File: config.mk
export PLATFORM = sky130hd
export DESIGN_NAME = ip_address_literal_classifier
export DESIGN_NICKNAME = d
export VERILOG_FILES = /design/src/rtl/ipalc_pkg.sv /design/src/rtl/ipalc_front.sv /design/src/rtl/ipalc_queue.sv /design/src/rtl/ipalc_back.sv /design/src/rtl/ip_address_literal_classifier.sv
export VERILOG_INCLUDE_DIRS = /design/src /design/src/rtl
export SDC_FILE = /design/constraint.sdc
export NUM_CORES = 1
export LEC_CHECK = 0
export ABC_AREA = 1
export BUFFER_PORTS_ARGS = -buffer_cell sky130_fd_sc_hd__buf_2
export CAP_MARGIN = 10
export CORE_MARGIN = 5
export CORE_UTILIZATION = 57
export DETAILED_ROUTE_END_ITERATION = 7
export PLACE_DENSITY = 0.77
export SETUP_SLACK_MARGIN = 0.3
export SYNTH_ARGS = -nofsm -noshare
export SYNTH_HDL_FRONTEND = slang
export SYNTH_HIERARCHICAL = 1
export SYNTH_SLANG_ARGS = --single-unit
File: constraint.sdc
create_clock -name clk_i -period 3 [get_ports clk_i]
set_input_delay 0.75 -clock clk_i [delete_from_list [all_inputs] [get_ports clk_i]]
set_output_delay 0.75 -clock clk_i [all_outputs]
set_load 0.02 [all_outputs]
File: src/rtl/ip_address_literal_classifier_assert.svh
// Assertion macros for the IP address literal classifier.
`ifndef IP_ADDRESS_LITERAL_CLASSIFIER_ASSERT_SVH
`define IP_ADDRESS_LITERAL_CLASSIFIER_ASSERT_SVH

// Same-cycle implication under the block reset.
`define IPALC_ASSERT_IMP(lbl, ante, cons, msg) \
  lbl: assert property (@(posedge clk_i) disable iff (!rst_ni) (ante) |-> (cons)) \
    else $error(msg);

// Next-cycle implication under the block reset.
`define IPALC_ASSERT_NXT(lbl, ante, cons, msg) \
  lbl: assert property (@(posedge clk_i) disable iff (!rst_ni) (ante) |=> (cons)) \
    else $error(msg);

`endif

File: src/rtl/ipalc_pkg.sv
// Shared types, constants, the character decoder and tracker functions of the IP address literal classifier.
package ipalc_pkg;

  localparam int V4MaxValue  = 255;
  localparam int V4LastIdx   = 3;
  localparam int DigitsMax   = 3;
  localparam int V6Groups    = 8;
  localparam int GroupMaxLen = 4;
  localparam int GroupSatLen = 5;

  // Decoded character class.
  typedef struct packed {
    logic       digit;
    logic [3:0] dval;
    logic       hex;
    logic       dot;
    logic       colon;
    logic       last;
  } chr_t;

  // Dotted-quad tracker.
  typedef struct packed {
    logic [1:0] idx;
    logic [1:0] cnt;
    logic [9:0] val;
    logic       ok;
  } dot_t;

  // IPv6 tracker.
  typedef struct packed {
    logic [3:0] gc;
    logic [2:0] len;
    logic [1:0] run;
    logic       comp;
    logic       saw;
    logic       ok;
    logic       has_dot;
  } v6_t;

  localparam dot_t DotReset = '{idx: 2'd0, cnt: 2'd0, val: 10'd0, ok: 1'b1};
  localparam v6_t  V6Reset  = '{gc: 4'd0, len: 3'd0, run: 2'd0, comp: 1'b0, saw: 1'b0,
                                ok: 1'b1, has_dot: 1'b0};

  function automatic chr_t decode_char(logic [7:0] c, logic last);
    chr_t r;
    r.digit = (c >= 8'h30) && (c <= 8'h39);
    r.dval  = 4'(c - 8'h30);
    r.hex   = r.digit || ((c >= 8'h61) && (c <= 8'h66)) || ((c >= 8'h41) && (c <= 8'h46));
    r.dot   = (c == 8'h2e);
    r.colon = (c == 8'h3a);
    r.last  = last;
    return r;
  endfunction

  function automatic dot_t dotted_next(dot_t s, chr_t c);
    dot_t r;
    r = s;
    if (c.digit) begin
      if (s.cnt == 2'(DigitsMax)) begin
        r.ok = 1'b0;
      end else begin
        r.val = (s.val << 3) + (s.val << 1) + 10'(c.dval);
        r.cnt = s.cnt + 2'd1;
      end
    end else if (c.dot) begin
      if ((s.cnt == 2'd0) || (s.val > 10'(V4MaxValue)) || (s.idx == 2'(V4LastIdx))) begin
        r.ok = 1'b0;
      end else begin
        r.idx = s.idx + 2'd1;
        r.cnt = 2'd0;
        r.val = 10'd0;
      end
    end else begin
      r.ok = 1'b0;
    end
    return r;
  endfunction

  function automatic logic dotted_done(dot_t s);
    return s.ok && (s.idx == 2'(V4LastIdx)) && (s.cnt != 2'd0) && (s.val <= 10'(V4MaxValue));
  endfunction

  function automatic v6_t add_groups(v6_t s, logic [1:0] n);
    v6_t r;
    r = s;
    if (({1'b0, s.gc} + 5'(n)) > 5'(V6Groups)) begin
      r.ok = 1'b0;
    end else begin
      r.gc = s.gc + 4'(n);
    end
    return r;
  endfunction

endpackage

File: src/rtl/ipalc_front.sv
// Front end: takes character beats and decodes them into character classes.
module ipalc_front import ipalc_pkg::*; (
  input  logic       in_valid_i,
  output logic       in_ready_o,
  input  logic [7:0] char_code_i,
  input  logic       is_last_i,
  output logic       push_o,
  output chr_t       push_data_o,
  input  logic       q_full_i
);

  assign in_ready_o  = !q_full_i;
  assign push_o      = in_valid_i && !q_full_i;
  assign push_data_o = decode_char(char_code_i, is_last_i);

endmodule

File: src/rtl/ipalc_queue.sv
// Two-entry queue of decoded characters between front and back end.
module ipalc_queue import ipalc_pkg::*; (
  input  logic clk_i,
  input  logic rst_ni,
  input  logic push_i,
  input  chr_t push_data_i,
  output logic full_o,
  input  logic pop_i,
  output logic valid_o,
  output chr_t pop_data_o
);

  chr_t       mem_q [2];
  logic       wr_ptr_q, wr_ptr_d;
  logic       rd_ptr_q, rd_ptr_d;
  logic [1:0] count_q, count_d;

  assign full_o     = (count_q == 2'd2);
  assign valid_o    = (count_q != 2'd0);
  assign pop_data_o = mem_q[rd_ptr_q];

  always_comb begin
    wr_ptr_d = push_i ? !wr_ptr_q : wr_ptr_q;
    rd_ptr_d = pop_i  ? !rd_ptr_q : rd_ptr_q;
    count_d  = count_q + 2'(push_i) - 2'(pop_i);
  end

  always_ff @(posedge clk_i) begin
    if (push_i) begin
      mem_q[wr_ptr_q] <= push_data_i;
    end
  end

  always_ff @(posedge clk_i or negedge rst_ni) begin
    if (!rst_ni) begin
      wr_ptr_q <= 1'b0;
      rd_ptr_q <= 1'b0;
      count_q  <= 2'd0;
    end else begin
      wr_ptr_q <= wr_ptr_d;
      rd_ptr_q <= rd_ptr_d;
      count_q  <= count_d;
    end
  end

endmodule

File: src/rtl/ipalc_back.sv
// Back end: runs the IPv4 and IPv6 trackers and holds the result register.
module ipalc_back import ipalc_pkg::*; (
  input  logic clk_i,
  input  logic rst_ni,
  input  logic q_valid_i,
  input  chr_t q_data_i,
  output logic pop_o,
  output logic out_valid_o,
  input  logic out_ready_i,
  output logic is_ipv4_o,
  output logic is_ipv6_o,
  output logic direct_address_o
);

  dot_t v4_q, v4_d;
  dot_t tail_q, tail_d;
  v6_t  v6_q, v6_d;
  logic out_valid_q, out_valid_d;
  logic ipv4_q, ipv4_d;
  logic ipv6_q, ipv6_d;

  assign pop_o = q_valid_i && (!q_data_i.last || !out_valid_q || out_ready_i);

  always_comb begin
    v4_d   = v4_q;
    tail_d = tail_q;
    v6_d   = v6_q;
    ipv4_d = ipv4_q;
    ipv6_d = ipv6_q;
    out_valid_d = (out_valid_q && !out_ready_i);

    if (pop_o) begin
      v4_d = dotted_next(v4_q, q_data_i);

      if (q_data_i.colon) begin
        if ((v6_d.len != 3'd0) || v6_d.has_dot) begin
          if (v6_d.has_dot || (v6_d.len > 3'(GroupMaxLen))) begin
            v6_d.ok = 1'b0;
          end else begin
            v6_d = add_groups(v6_d, 2'd1);
          end
        end
        v6_d.len     = 3'd0;
        v6_d.has_dot = 1'b0;
        tail_d       = DotReset;
        if (v6_d.run >= 2'd2) begin
          v6_d.ok  = 1'b0;
          v6_d.run = 2'd3;
        end else begin
          v6_d.run = v6_d.run + 2'd1;
          if (v6_d.run == 2'd2) begin
            if (v6_d.comp) begin
              v6_d.ok = 1'b0;
            end
            v6_d.comp = 1'b1;
          end
        end
        v6_d.saw = 1'b1;
      end else begin
        if ((v6_d.run == 2'd1) && (v6_d.gc == 4'd0) && !v6_d.comp) begin
          v6_d.ok = 1'b0;
        end
        v6_d.run = 2'd0;
        if (q_data_i.dot) begin
          v6_d.has_dot = 1'b1;
        end else if (!q_data_i.hex) begin
          v6_d.ok = 1'b0;
        end
        if (v6_d.len < 3'(GroupSatLen)) begin
          v6_d.len = v6_d.len + 3'd1;
        end
        tail_d = dotted_next(tail_q, q_data_i);
      end

      if (q_data_i.last) begin
        if (v6_d.run == 2'd1) begin
          v6_d.ok = 1'b0;
        end
        if (v6_d.run == 2'd0) begin
          if (v6_d.has_dot) begin
            if (dotted_done(tail_d)) begin
              v6_d = add_groups(v6_d, 2'd2);
            end else begin
              v6_d.ok = 1'b0;
            end
          end else if ((v6_d.len >= 3'd1) && (v6_d.len <= 3'(GroupMaxLen))) begin
            v6_d = add_groups(v6_d, 2'd1);
          end else begin
            v6_d.ok = 1'b0;
          end
        end
        ipv4_d = dotted_done(v4_d);
        ipv6_d = v6_d.ok && v6_d.saw &&
                 (v6_d.comp ? (v6_d.gc < 4'(V6Groups)) : (v6_d.gc == 4'(V6Groups)));
        out_valid_d = 1'b1;
        v4_d   = DotReset;
        tail_d = DotReset;
        v6_d   = V6Reset;
      end
    end
  end

  always_ff @(posedge clk_i or negedge rst_ni) begin
    if (!rst_ni) begin
      v4_q        <= DotReset;
      tail_q      <= DotReset;
      v6_q        <= V6Reset;
      out_valid_q <= 1'b0;
    end else begin
      v4_q        <= v4_d;
      tail_q      <= tail_d;
      v6_q        <= v6_d;
      out_valid_q <= out_valid_d;
    end
  end

  always_ff @(posedge clk_i) begin
    ipv4_q <= ipv4_d;
    ipv6_q <= ipv6_d;
  end

  assign out_valid_o      = out_valid_q;
  assign is_ipv4_o        = ipv4_q;
  assign is_ipv6_o        = ipv6_q;
  assign direct_address_o = ipv4_q || ipv6_q;

endmodule

File: src/rtl/ip_address_literal_classifier.sv
// Top level of the IP address literal classifier.
//
// Input channel: one character beat per cycle (char_code_i, is_last_i) under
// in_valid_i/in_ready_o. Output channel: one result beat per host text
// (is_ipv4_o, is_ipv6_o, direct_address_o) under out_valid_o/out_ready_i.
// Throughput: one character per cycle, including back-to-back texts, unless a held result stalls the trackers.
// The last character beat of a text first passes through the decode queue; the
// tracker stage loads the result register at the edge that pops it from the queue.
// A two-entry queue sits between the character decoder and the trackers; the
// tracker stage stalls only on a last character while an untaken result is
// held, and the input stalls once the queue fills.
// Reset clears the queue, the trackers and the result valid; the block accepts
// characters once reset is released.
module ip_address_literal_classifier import ipalc_pkg::*; (
  input  logic       clk_i,
  input  logic       rst_ni,
  input  logic       in_valid_i,
  output logic       in_ready_o,
  input  logic [7:0] char_code_i,
  input  logic       is_last_i,
  output logic       out_valid_o,
  input  logic       out_ready_i,
  output logic       is_ipv4_o,
  output logic       is_ipv6_o,
  output logic       direct_address_o
);

  `include "ip_address_literal_classifier_assert.svh"

  logic push;
  chr_t push_data;
  logic q_full;
  logic pop;
  logic q_valid;
  chr_t q_data;

  ipalc_front u_front (
    .in_valid_i  (in_valid_i),
    .in_ready_o  (in_ready_o),
    .char_code_i (char_code_i),
    .is_last_i   (is_last_i),
    .push_o      (push),
    .push_data_o (push_data),
    .q_full_i    (q_full)
  );

  ipalc_queue u_queue (
    .clk_i       (clk_i),
    .rst_ni      (rst_ni),
    .push_i      (push),
    .push_data_i (push_data),
    .full_o      (q_full),
    .pop_i       (pop),
    .valid_o     (q_valid),
    .pop_data_o  (q_data)
  );

  ipalc_back u_back (
    .clk_i            (clk_i),
    .rst_ni           (rst_ni),
    .q_valid_i        (q_valid),
    .q_data_i         (q_data),
    .pop_o            (pop),
    .out_valid_o      (out_valid_o),
    .out_ready_i      (out_ready_i),
    .is_ipv4_o        (is_ipv4_o),
    .is_ipv6_o        (is_ipv6_o),
    .direct_address_o (direct_address_o)
  );

  `IPALC_ASSERT_IMP(a_direct_is_or, out_valid_o,
    direct_address_o == (is_ipv4_o || is_ipv6_o), "direct_address mismatch")
  `IPALC_ASSERT_IMP(a_v4_v6_exclusive, out_valid_o,
    !(is_ipv4_o && is_ipv6_o), "text classified as both IPv4 and IPv6")
  `IPALC_ASSERT_IMP(a_full_has_data, !in_ready_o, q_valid, "queue full but empty")
  `IPALC_ASSERT_NXT(a_last_pop_loads, pop && q_data.last, out_valid_o,
    "last character popped without a result")

endmodule
==> results of run 1 <==
-- final timing paths --
check | start | end | slack (ns) | cells past startpoint
max | u_queue/rd_ptr_q$_DFFE_PN0P_ | u_back/is_ipv4_o$_DFFE_PP_ | 0.04 | 14
min | u_back/tail_q[0]$_DFFE_PN1P_ | u_back/tail_q[0]$_DFFE_PN1P_ | 0.50 | 2
max reg2reg | u_queue/rd_ptr_q$_DFFE_PN0P_ | u_back/is_ipv4_o$_DFFE_PP_ | 0.04 | 14
min reg2reg | u_back/tail_q[0]$_DFFE_PN1P_ | u_back/tail_q[0]$_DFFE_PN1P_ | 0.50 | 2
max in group asynchronous | rst_ni | u_queue/rd_ptr_q$_DFFE_PN0P_ | 2.03 | 2
min in group asynchronous | rst_ni | u_queue/count_q[0]$_DFF_PN0_ | 0.51 | 2
-- stage by stage --
step | util, % | instances | total power [mW]
floorplan | - | 593 | 3.494
detailed placement | 61.88 | 719 | 4.246
finish | 65.93 | 743 | 5.189
global placement | 61.88 | 719 | 4.140
global route | 65.93 | 743 | 5.651
CTS | 64.94 | 738 | 5.107
-- power groups by stage --
stage	Combinational [mW]	Sequential, mW	Clock [mW]
3_5_place_dp	2.75	1.50	0
4_1_cts	2.83	1.48	0.794
2_1_floorplan	2.04	1.45	0
6_report	2.93	1.48	0.774
3_3_place_gp	2.65	1.49	0
5_1_grt	3.30	1.52	0.829
-- worst max-delay path: cells and delay by family, from the launching register on --
family | cells | cell delay, ns
flip-flops | 1 | 0.44
adder cells (fa/ha/maj) | 2 | 0.75
AO/OA/AOI/OAI | 6 | 0.93
AND/OR/NAND/NOR | 6 | 0.71
-- final cells by class --
| cell class | instances | area (µm²) |
|---|---|---|
| Clock buffer | 9 | 123.9 |
| Clock inverter | 7 | 75.07 |
| Fill cell | 666 | 2785 |
| Inverter | 109 | 411.6 |
| Multi-Input combinational cell | 403 | 2552 |
| Sequential cell | 68 | 1807 |
| Tap cell | 105 | 131.4 |
| Timing Repair Buffer | 42 | 289.0 |
-- state kept, by name, indices dropped and copies added (netlist names) --
signal              flops
u_back/tail_q          15
u_queue/count_q         2
u_queue/mem_q          18
u_queue/wr_ptr_q        1
u_back/v6_q            13
u_queue/rd_ptr_q        1
u_back/v4_q            15
u_back/is_ipv6_o        1
u_back/out_valid_o      1
u_back/is_ipv4_o        1
-- repair_timing --
action                                  in CTS  in global routing
endpoints found under the setup margin       4                  5
hold buffers                                 0                  0
pin swaps                                   10                 10
setup buffers                                3                  5
gates resized for setup                     10                 10
-- cells in the mapped netlist (all sizes together) (3+ instances only) --
| cell type | n | area, µm² |
|---|---|---|
| a32o | 4 | 40.04 |
| o21ai | 41 | 209.0 |
| a211oi | 3 | 22.52 |
| dfrtp | 45 | 1126 |
| clkbuf | 5 | 18.77 |
| nor2 | 52 | 227.7 |
| fa | 4 | 80.08 |
| dfstp | 3 | 78.83 |
| xor2 | 6 | 52.55 |
| edfxtp | 20 | 600.6 |
| o22ai | 17 | 106.4 |
| nand2 | 129 | 541.8 |
| a21oi | 28 | 143.9 |
| buf | 8 | 72.57 |
| inv | 108 | 407.9 |
| nand3 | 37 | 212.7 |
| ha | 40 | 500.5 |
| nand4 | 14 | 93.84 |
| xnor2 | 6 | 52.55 |
-- metal layers --
layer	track usage, %	vias up
li1	-	2041
met1	26.01	1950
met2	37.68	97
met3	3.581	27
met4	9.611	0
met5	0	-
-- cells by family (layout without fill, tap and decap cells) --
group                    after synthesis  after routing
AO/OA/AOI/OAI                        107            107
XOR/XNOR                              12             12
adder cells (fa/ha/maj)               44             44
buffers and inverters                122            167
flip-flops                            68             68
AND/OR/NAND/NOR                      240            240
==> metrics.cfg, run 1 <==
[routing]
dr.pass1.iters=5
routed-via-count=4115
route.met2.wl_um=5255
wl_um=10380
ant_nets=0
wl_met1_um=4431
dr_wl_met3_um=433
drt_iter0_drc=211
viasPerCell=5.538
top_layer=met4
drc_errors=0
wl_per_cell_um=13.97

[cells_and_area]
layout_commonest_cell=nand2_1
fin_area_um2=5390
syn_to_final_growth_pct=13.19
layout_common_cells=nand2_1 (111), inv_1 (100), nor2_1 (45)
drive_gt1_share_pct=18.97
n_antenna_cell=0
layout.nets=690

[power_and_ir_drop]
swShare_pct=46.58
p_int_mw=2.772
power_switching_mw=2.417
clkPwrFrac_pct=14.9
p_seq_share_pct=28.6
power_density_nw_per_um2=962.7
ir_drop_uv=476.5
p_leak_nw=2.665
p_comb_share_pct=56.5

[setup_path]
critPathKind=reg -> reg
crit_path_end_kind=register
critPathRequiredTime_ns=3.22
slowest_stage=fa_1
arrival_ns=3.18
worstPathCellList=o21ai_2, fa_1, ha_1, nand2_1, nor2_1, a211oi_2, o21ai_1, a21oi_2, o21ai_1, nand2_1, nand2_2, or2_1, a21oi_2, and3_1
slowest_delay_ns=0.45
critPathMaxFanout=6
start_kind=register

[logic_synthesis]
ys_types=52
synth-compound-area-share_pct=13.29
syn-cell-area_um2=4762
synth_xor_area_share_pct=2.207
synth_top_family_by_area=simple AND/OR/NAND/NOR gates
synth_edf_count=20
synthFlopType=dfrtp_1
synth_nets=650
muxShareOfSynthArea_pct=0
synthArstFlopShare_pct=70.59
ys_seq_area_share_pct=37.91
synthAdderAreaFrac_pct=12.19
synth.ff_latch_count=68
synth_simple_gate_area_share_pct=23.83
synth_area_per_cell_um2=8.030
yosysWarnings=6
netlist_instances=593

[place]
place_ws_ns=-0.01274
place_congestion=0.8928
dpl.hpwl_um=7635
numPortBuffers=17
dpl_cell_area_um2=5059

[timing]
clock_skew_ns=0.01050
max_slew_margin_pct=50.17
setup_viol=0
fin_setup_tns_ns=0
timing.final.crit_period_ns=2.958
setup_slack_ns=0.04179
fmax_ghz=0.3380
fin_crit_sh_pct=98.61
rsz0062_at_grt=yes
slew_viol_final=0
fin_hold_ws_ns=0.5001
hold_viol=0
worst_pin_slew_ns=0.7447

[hold_path]
hp-class=reg -> reg

[global_routing]
antenna_found_initial=0
overflow=0
grt_pass1_wl_um=17800
grt_max_degree=49
grt_util_all_layers_pct=21.54
grt_pass1_vias=4087

[floorplanning]
coreArea_um2=8175
rows=33
start_util_pct=58.25
fp.dieW_um=101.4
die_y_um=101.4
die_area_um2=10280
ios=18

[clocking]
clkLatencyLatePin_ns=0.35
cts_made_buffers=9
clock_tree.root_cell=clkbuf_8
cts.clk_slew.worst_paths_ns=0.08
clock-sinks=68
clock_path_buffers=2
cts-htree-levels=3
cts_tree=built

[job]
maxCapViolations=0

[outcome]
status=complete, no violations

Power figures use the tool's default switching activity.
==> inputs of run 2 (changes only) <==
CAP_MARGIN = 20   (was 10)
CTS_CLUSTER_DIAMETER = 200   (was default)
SETUP_SLACK_MARGIN = 0.1   (was 0.3)
==> run 2 against run 1 <==
Effect of this change:
- clock skew is 0.0034 ns lower
- cell count did not move
- routed wire length hardly changed
- setup slack worse by 0.036 ns
- design area is 1.4% lower
- die area did not move
- core utilization is 0.92 points lower
- first-iteration DRC count is 9.5% lower
- flip-flop and latch count did not move
- global-route usage up 0.088 points
- critical path depth up 5
- via count shrank 1.6%
- largest cell class unchanged
- highest routed layer unchanged
==> metrics.cfg, run 2 (synthesized netlist as in run 1, its figures left out) <==
[floorplanning]
fp.dieW_um=101.4
ios=18
rows=33
die_y_um=101.4
die_area_um2=10280
coreArea_um2=8175
start_util_pct=58.25

[place]
dp_cells=720
place_congestion=0.9173
numPortBuffers=17
dpl.hpwl_um=7834

[clocking]
cts_hold_buf=0
clkLatencyLatePin_ns=0.35
cts_made_buffers=9
cts-htree-levels=3
cts.clk_slew.worst_paths_ns=0.07
cts_tree=built
clock-sinks=68
clock_tree.root_cell=clkbuf_8
clock_path_buffers=2

[global_routing]
grt_util_all_layers_pct=21.63
grt_pass1_wl_um=17950
overflow=0
grt_max_degree=33
antenna_found_initial=0
grt_pass1_vias=4125

[cells_and_area]
syn_to_final_growth_pct=11.61
seqCellArea_um2=1807
largest_reg_flops=18
layout_commonest_cell=nand2_1
regMostFlops=u_queue/mem_q
layout_common_cells=nand2_1 (114), inv_1 (100), nor2_1 (45)
layout.nets=690
multi_input_area_um2=2495
top_regs=u_queue/mem_q: 18 flops, u_back/tail_q: 15 flops, u_back/v4_q: 15 flops
drive_gt1_share_pct=17.08
n_antenna_cell=0
fin_cells=743
fillers=713

[routing]
wl_per_cell_um=13.97
drc_errors=0
routed-via-count=4050
viasPerCell=5.451
dr.pass1.iters=4
wl_um=10380
drt_iter0_drc=191
ant_nets=0

[power_and_ir_drop]
power_density_nw_per_um2=959.5
ir_drop_uv=518.9
power_mw=5.100
p_leak_nw=2.646

[timing]
timing.final.crit_period_ns=2.994
fmax_ghz=0.3340
worst_pin_slew_ns=0.7662
clock_skew_ns=0.007069
rsz0062_at_grt=yes
setup_viol=0
hold_viol=0
fin_crit_sh_pct=99.79
slew_viol_final=0
max_slew_margin_pct=48.73

[setup_path]
start_kind=register
critPathRequiredTime_ns=3.21
arrival_ns=3.20
crit_path_end_kind=register
critPathMaxFanout=7
critPathKind=reg -> reg

[hold_path]
hp-class=in -> async

[job]
maxCapViolations=0

[outcome]
status=complete, no violations

run 2: cell count changes in the layout (fill, tap and decap cells not counted), sizes merged:
cell    change
inv         -2
clkbuf      +5
clkinv      -3
run 2: repair_timing:
item                                    4_1_cts  5_1_grt
setup buffers                                 6        1
pin swaps                                    12        1
resized for setup                             7        3
endpoints found under the setup margin        3        5
run 2: stage by stage:
step           instance area (µm²)   TNS [ns]  setup WS, ns  utilization, %  hold slack [ns]
2_1_floorplan                 4778          0        0.1132               -           0.4544
3_3_place_gp                  5042          0       0.07624           61.68           0.4793
3_5_place_dp                  5042   -0.05722      -0.05722           61.68           0.4852
4_1_cts                       5303  -0.001461     -0.001461           64.86           0.4462
5_1_grt                       5315    -0.4465       -0.1807           65.01           0.4721
6_report                      5315          0      0.006239           65.01           0.4362
run 2: worst max-delay path: stages (launching register included):
cell and delay [ns]:
dfrtp_2 0.46, o21ai_2 0.15, inv_1 0.07, fa_1 0.49, fa_2 0.38, inv_2 0.06, nand4_1 0.11, nand4_1 0.10
nand3_1 0.10, nand2_2 0.10, nand3_2 0.10, nor2_4 0.13, nand2_2 0.09, nand2_1 0.06, nand3_1 0.07, nand2_1 0.09
inv_2 0.04, nor2_2 0.07, nand2_1 0.07, a21oi_2 0.11
run 2: power breakdown:
group / leakage, nW / internal [mW] / switching (mW) / total [mW]
Combinational: 1.72 / 1.06 / 1.79 / 2.85
Clock: 0.101 / 0.430 / 0.342 / 0.771
Sequential: 0.821 / 1.27 / 0.208 / 1.48
run 2: final timing paths:
| kind | startpoint | endpoint | slack (ns) | cells after the start |
|---|---|---|---|---|
| min in group clk_i | u_back/tail_q[0]$_DFFE_PN1P_ | u_back/tail_q[0]$_DFFE_PN1P_ | 0.49 | 2 |
| max reg2reg | u_queue/rd_ptr_q$_DFFE_PN0P_ | u_back/is_ipv6_o$_DFFE_PP_ | 0.006 | 19 |
| min reg2reg | u_back/tail_q[0]$_DFFE_PN1P_ | u_back/tail_q[0]$_DFFE_PN1P_ | 0.49 | 2 |
| max in group asynchronous | rst_ni | u_back/tail_q[0]$_DFFE_PN1P_ | 1.86 | 2 |
| min | rst_ni | u_back/v4_q[2]$_DFFE_PN0P_ | 0.44 | 1 |
| max | u_queue/rd_ptr_q$_DFFE_PN0P_ | u_back/is_ipv6_o$_DFFE_PP_ | 0.006 | 19 |
run 2: final cells by class:
cell class / instances / area share [%]
tap: 105 / 2.472
timing repair buffer: 42 / 5.132
sequential: 68 / 33.99
multi-input combinational: 403 / 46.94
clock inverter: 2 / 0.6591
clock buffer: 14 / 3.060
inverter: 109 / 7.745
run 2: routing by layer:
layer / wire length (µm) / vias to the layer above / GRT usage [%]
li1: - / 2047 / -
met5: 0 / - / 0
met4: 153 / 0 / 6.851
met3: 360 / 16 / 4.270
met1: 4483 / 1910 / 26.33
met2: 5385 / 77 / 38.48
==> inputs of run 3 (changes only) <==
PLACE_DENSITY = default   (was 0.77)
PLACE_DENSITY_LB_ADDON = 0.25   (was default)
==> run 3 against run 2 <==
Effect of this change:
- count of clock-buffer cells in the layout is 4 lower
- via count is 1.2% higher
- clock power is 16% lower
- core utilization is 0.14 points higher
- worst hold slack better by 0.061 ns
- register-to-register slack hardly changed
- non-clock buffer count is 3 higher
- design area is 0.21% higher
- cell count is 0.40% higher
- critical endpoint unchanged
- highest routed layer unchanged
==> metrics.cfg, run 3 (synthesized netlist as in run 1, its figures left out) <==
[power_and_ir_drop]
p_comb_share_pct=57.4
p_leak_nw=2.652
ir_drop_uv=582.1
power_mw=5.008
power_density_nw_per_um2=940.3
swShare_pct=46.98
clkPwrFrac_pct=12.9
power_switching_mw=2.353
p_seq_share_pct=29.6
p_int_mw=2.655

[outcome]
status=complete, no violations

[place]
numPortBuffers=17
place_congestion=0.9650
place_ws_ns=-0.03822
dpl.hpwl_um=7583

[timing]
rsz0062_at_grt=yes
clock_skew_ns=0.01138
max_slew_margin_pct=48.73
worst_pin_slew_ns=0.7662
timing.final.crit_period_ns=2.988
setup_viol=0
setup_slack_ns=0.01239
slew_viol_final=0
fmax_ghz=0.3347
hold_viol=0
fin_crit_sh_pct=99.59
fin_hold_ws_ns=0.4970

[clocking]
clock-sinks=68
clock_tree.root_cell=clkbuf_8
cts.clk_slew.worst_paths_ns=0.07
cts_hold_buf=0
cts-htree-levels=3
cts_made_buffers=9
cts_tree=built
clkLatencyLatePin_ns=0.35
clock_path_buffers=2

[floorplanning]
rows=33
die_area_um2=10280
fp.dieW_um=101.4
die_y_um=101.4
ios=18
start_util_pct=58.25
coreArea_um2=8175

[cells_and_area]
top_regs=u_queue/mem_q: 18 flops, u_back/tail_q: 15 flops, u_back/v4_q: 15 flops
syn_to_final_growth_pct=11.85
layout.nets=693
fillers=679
drive_gt1_share_pct=18.25
layout_commonest_cell=nand2_1
n_antenna_cell=0
layout_common_cells=nand2_1 (113), inv_1 (101), nor2_1 (45)
largest_reg_flops=18
regMostFlops=u_queue/mem_q

[global_routing]
grt_pass1_vias=4084
grt_max_degree=49
antenna_found_initial=0
overflow=0
grt_pass1_wl_um=17640
grt_util_all_layers_pct=21.37

[setup_path]
regToRegSetupSlack_ns=0.01
reg2reg_to=u_back/is_ipv6_o$_DFFE_PP_
cp-startpoint=u_queue/rd_ptr_q$_DFFE_PN0P_
start_kind=register
crit_end=u_back/is_ipv6_o$_DFFE_PP_
critPathRequiredTime_ns=3.21
crit_path_end_kind=register
critPathKind=reg -> reg
crit-reg2reg-launch=u_queue/rd_ptr_q$_DFFE_PN0P_
critPathMaxFanout=6
arrival_ns=3.20
rr_worst_depth=22

[routing]
dr.pass1.iters=4
ant_nets=0
drt_iter0_drc=199
routed-via-count=4098
viasPerCell=5.493
wl_per_cell_um=13.57
drc_errors=0
wl_um=10120

[hold_path]
hp-class=in -> async

[job]
maxCapViolations=0

## run 3: repair_timing
| action | in CTS | in global routing |
|---|---|---|
| pin swaps | 10 | 13 |
| setup buffers | 4 | 1 |
| endpoints found under the setup margin | 2 | 4 |
| gates resized for setup | 7 | 9 |
## run 3: routing by layer
metal / share of wire [%] / vias up / GRT usage (%)
li1: - / 2042 / -
met1: 44 / 1935 / 25.66
met2: 51 / 100 / 38.43
met3: 3.4 / 21 / 3.788
met4: 1.9 / 0 / 7.362
met5: 0 / - / 0
## run 3: power groups by stage
| stage | combinational [mW] | sequential (mW) | clock [mW] |
|---|---|---|---|
| global route | 3.27 | 1.52 | 0.703 |
| detailed placement | 2.75 | 1.49 | 0 |
| CTS | 2.82 | 1.48 | 0.657 |
| global placement | 2.66 | 1.48 | 0 |
| finish | 2.88 | 1.48 | 0.648 |
| floorplan | 2.03 | 1.45 | 0 |
## run 3: cell type report
cell class	count	area [µm²]	share of cell area, %
Sequential cell	68	1807	33.92
Multi-Input combinational cell	403	2517	47.26
Clock inverter	6	32.53	0.6108
Tap cell	105	131.4	2.467
Timing Repair Buffer	45	299.0	5.614
Clock buffer	10	127.6	2.396
Inverter	109	411.6	7.728
## run 3: how the worst min path moves through the flow
stage                                   end                    startpoint
2_1_floorplan  u_back/out_valid_o$_DFF_PN0_                        rst_ni
3_3_place_gp   u_back/tail_q[0]$_DFFE_PN1P_  u_back/tail_q[0]$_DFFE_PN1P_
3_5_place_dp   u_back/tail_q[0]$_DFFE_PN1P_  u_back/tail_q[0]$_DFFE_PN1P_
4_1_cts        u_back/tail_q[0]$_DFFE_PN1P_  u_back/tail_q[0]$_DFFE_PN1P_
5_1_grt        u_back/tail_q[0]$_DFFE_PN1P_  u_back/tail_q[0]$_DFFE_PN1P_
6_report       u_back/tail_q[4]$_DFFE_PN0P_                        rst_ni
## run 3: critical path, stage by stage, from the launching register on
cell and delay, ns:
dfrtp_2 0.46, o21ai_2 0.15, inv_1 0.07, fa_1 0.53
inv_1 0.07, ha_1 0.29, nand3_1 0.10, nand2_1 0.08
nand2_1 0.09, nand2_1 0.06, nand3_1 0.09, nand3_2 0.08
nand2_2 0.09, inv_2 0.05, nor2_4 0.12, nand2_2 0.09
nand2_1 0.06, nand3_1 0.06, nand2_1 0.09, inv_2 0.04
nor2_2 0.06, nand2_1 0.06, a21oi_2 0.10
## run 3: per-stage QoR
step           instances  setup TNS (ns)  util [%]  instance area [µm²]
6_report             746               0     65.15                 5326
5_1_grt              746         -0.4155     65.15                 5326
4_1_cts              745               0     64.74                 5293
3_5_place_dp         725        -0.03822     62.14                 5080
3_3_place_gp         725               0     62.14                 5080
2_1_floorplan        593               0         -                 4778
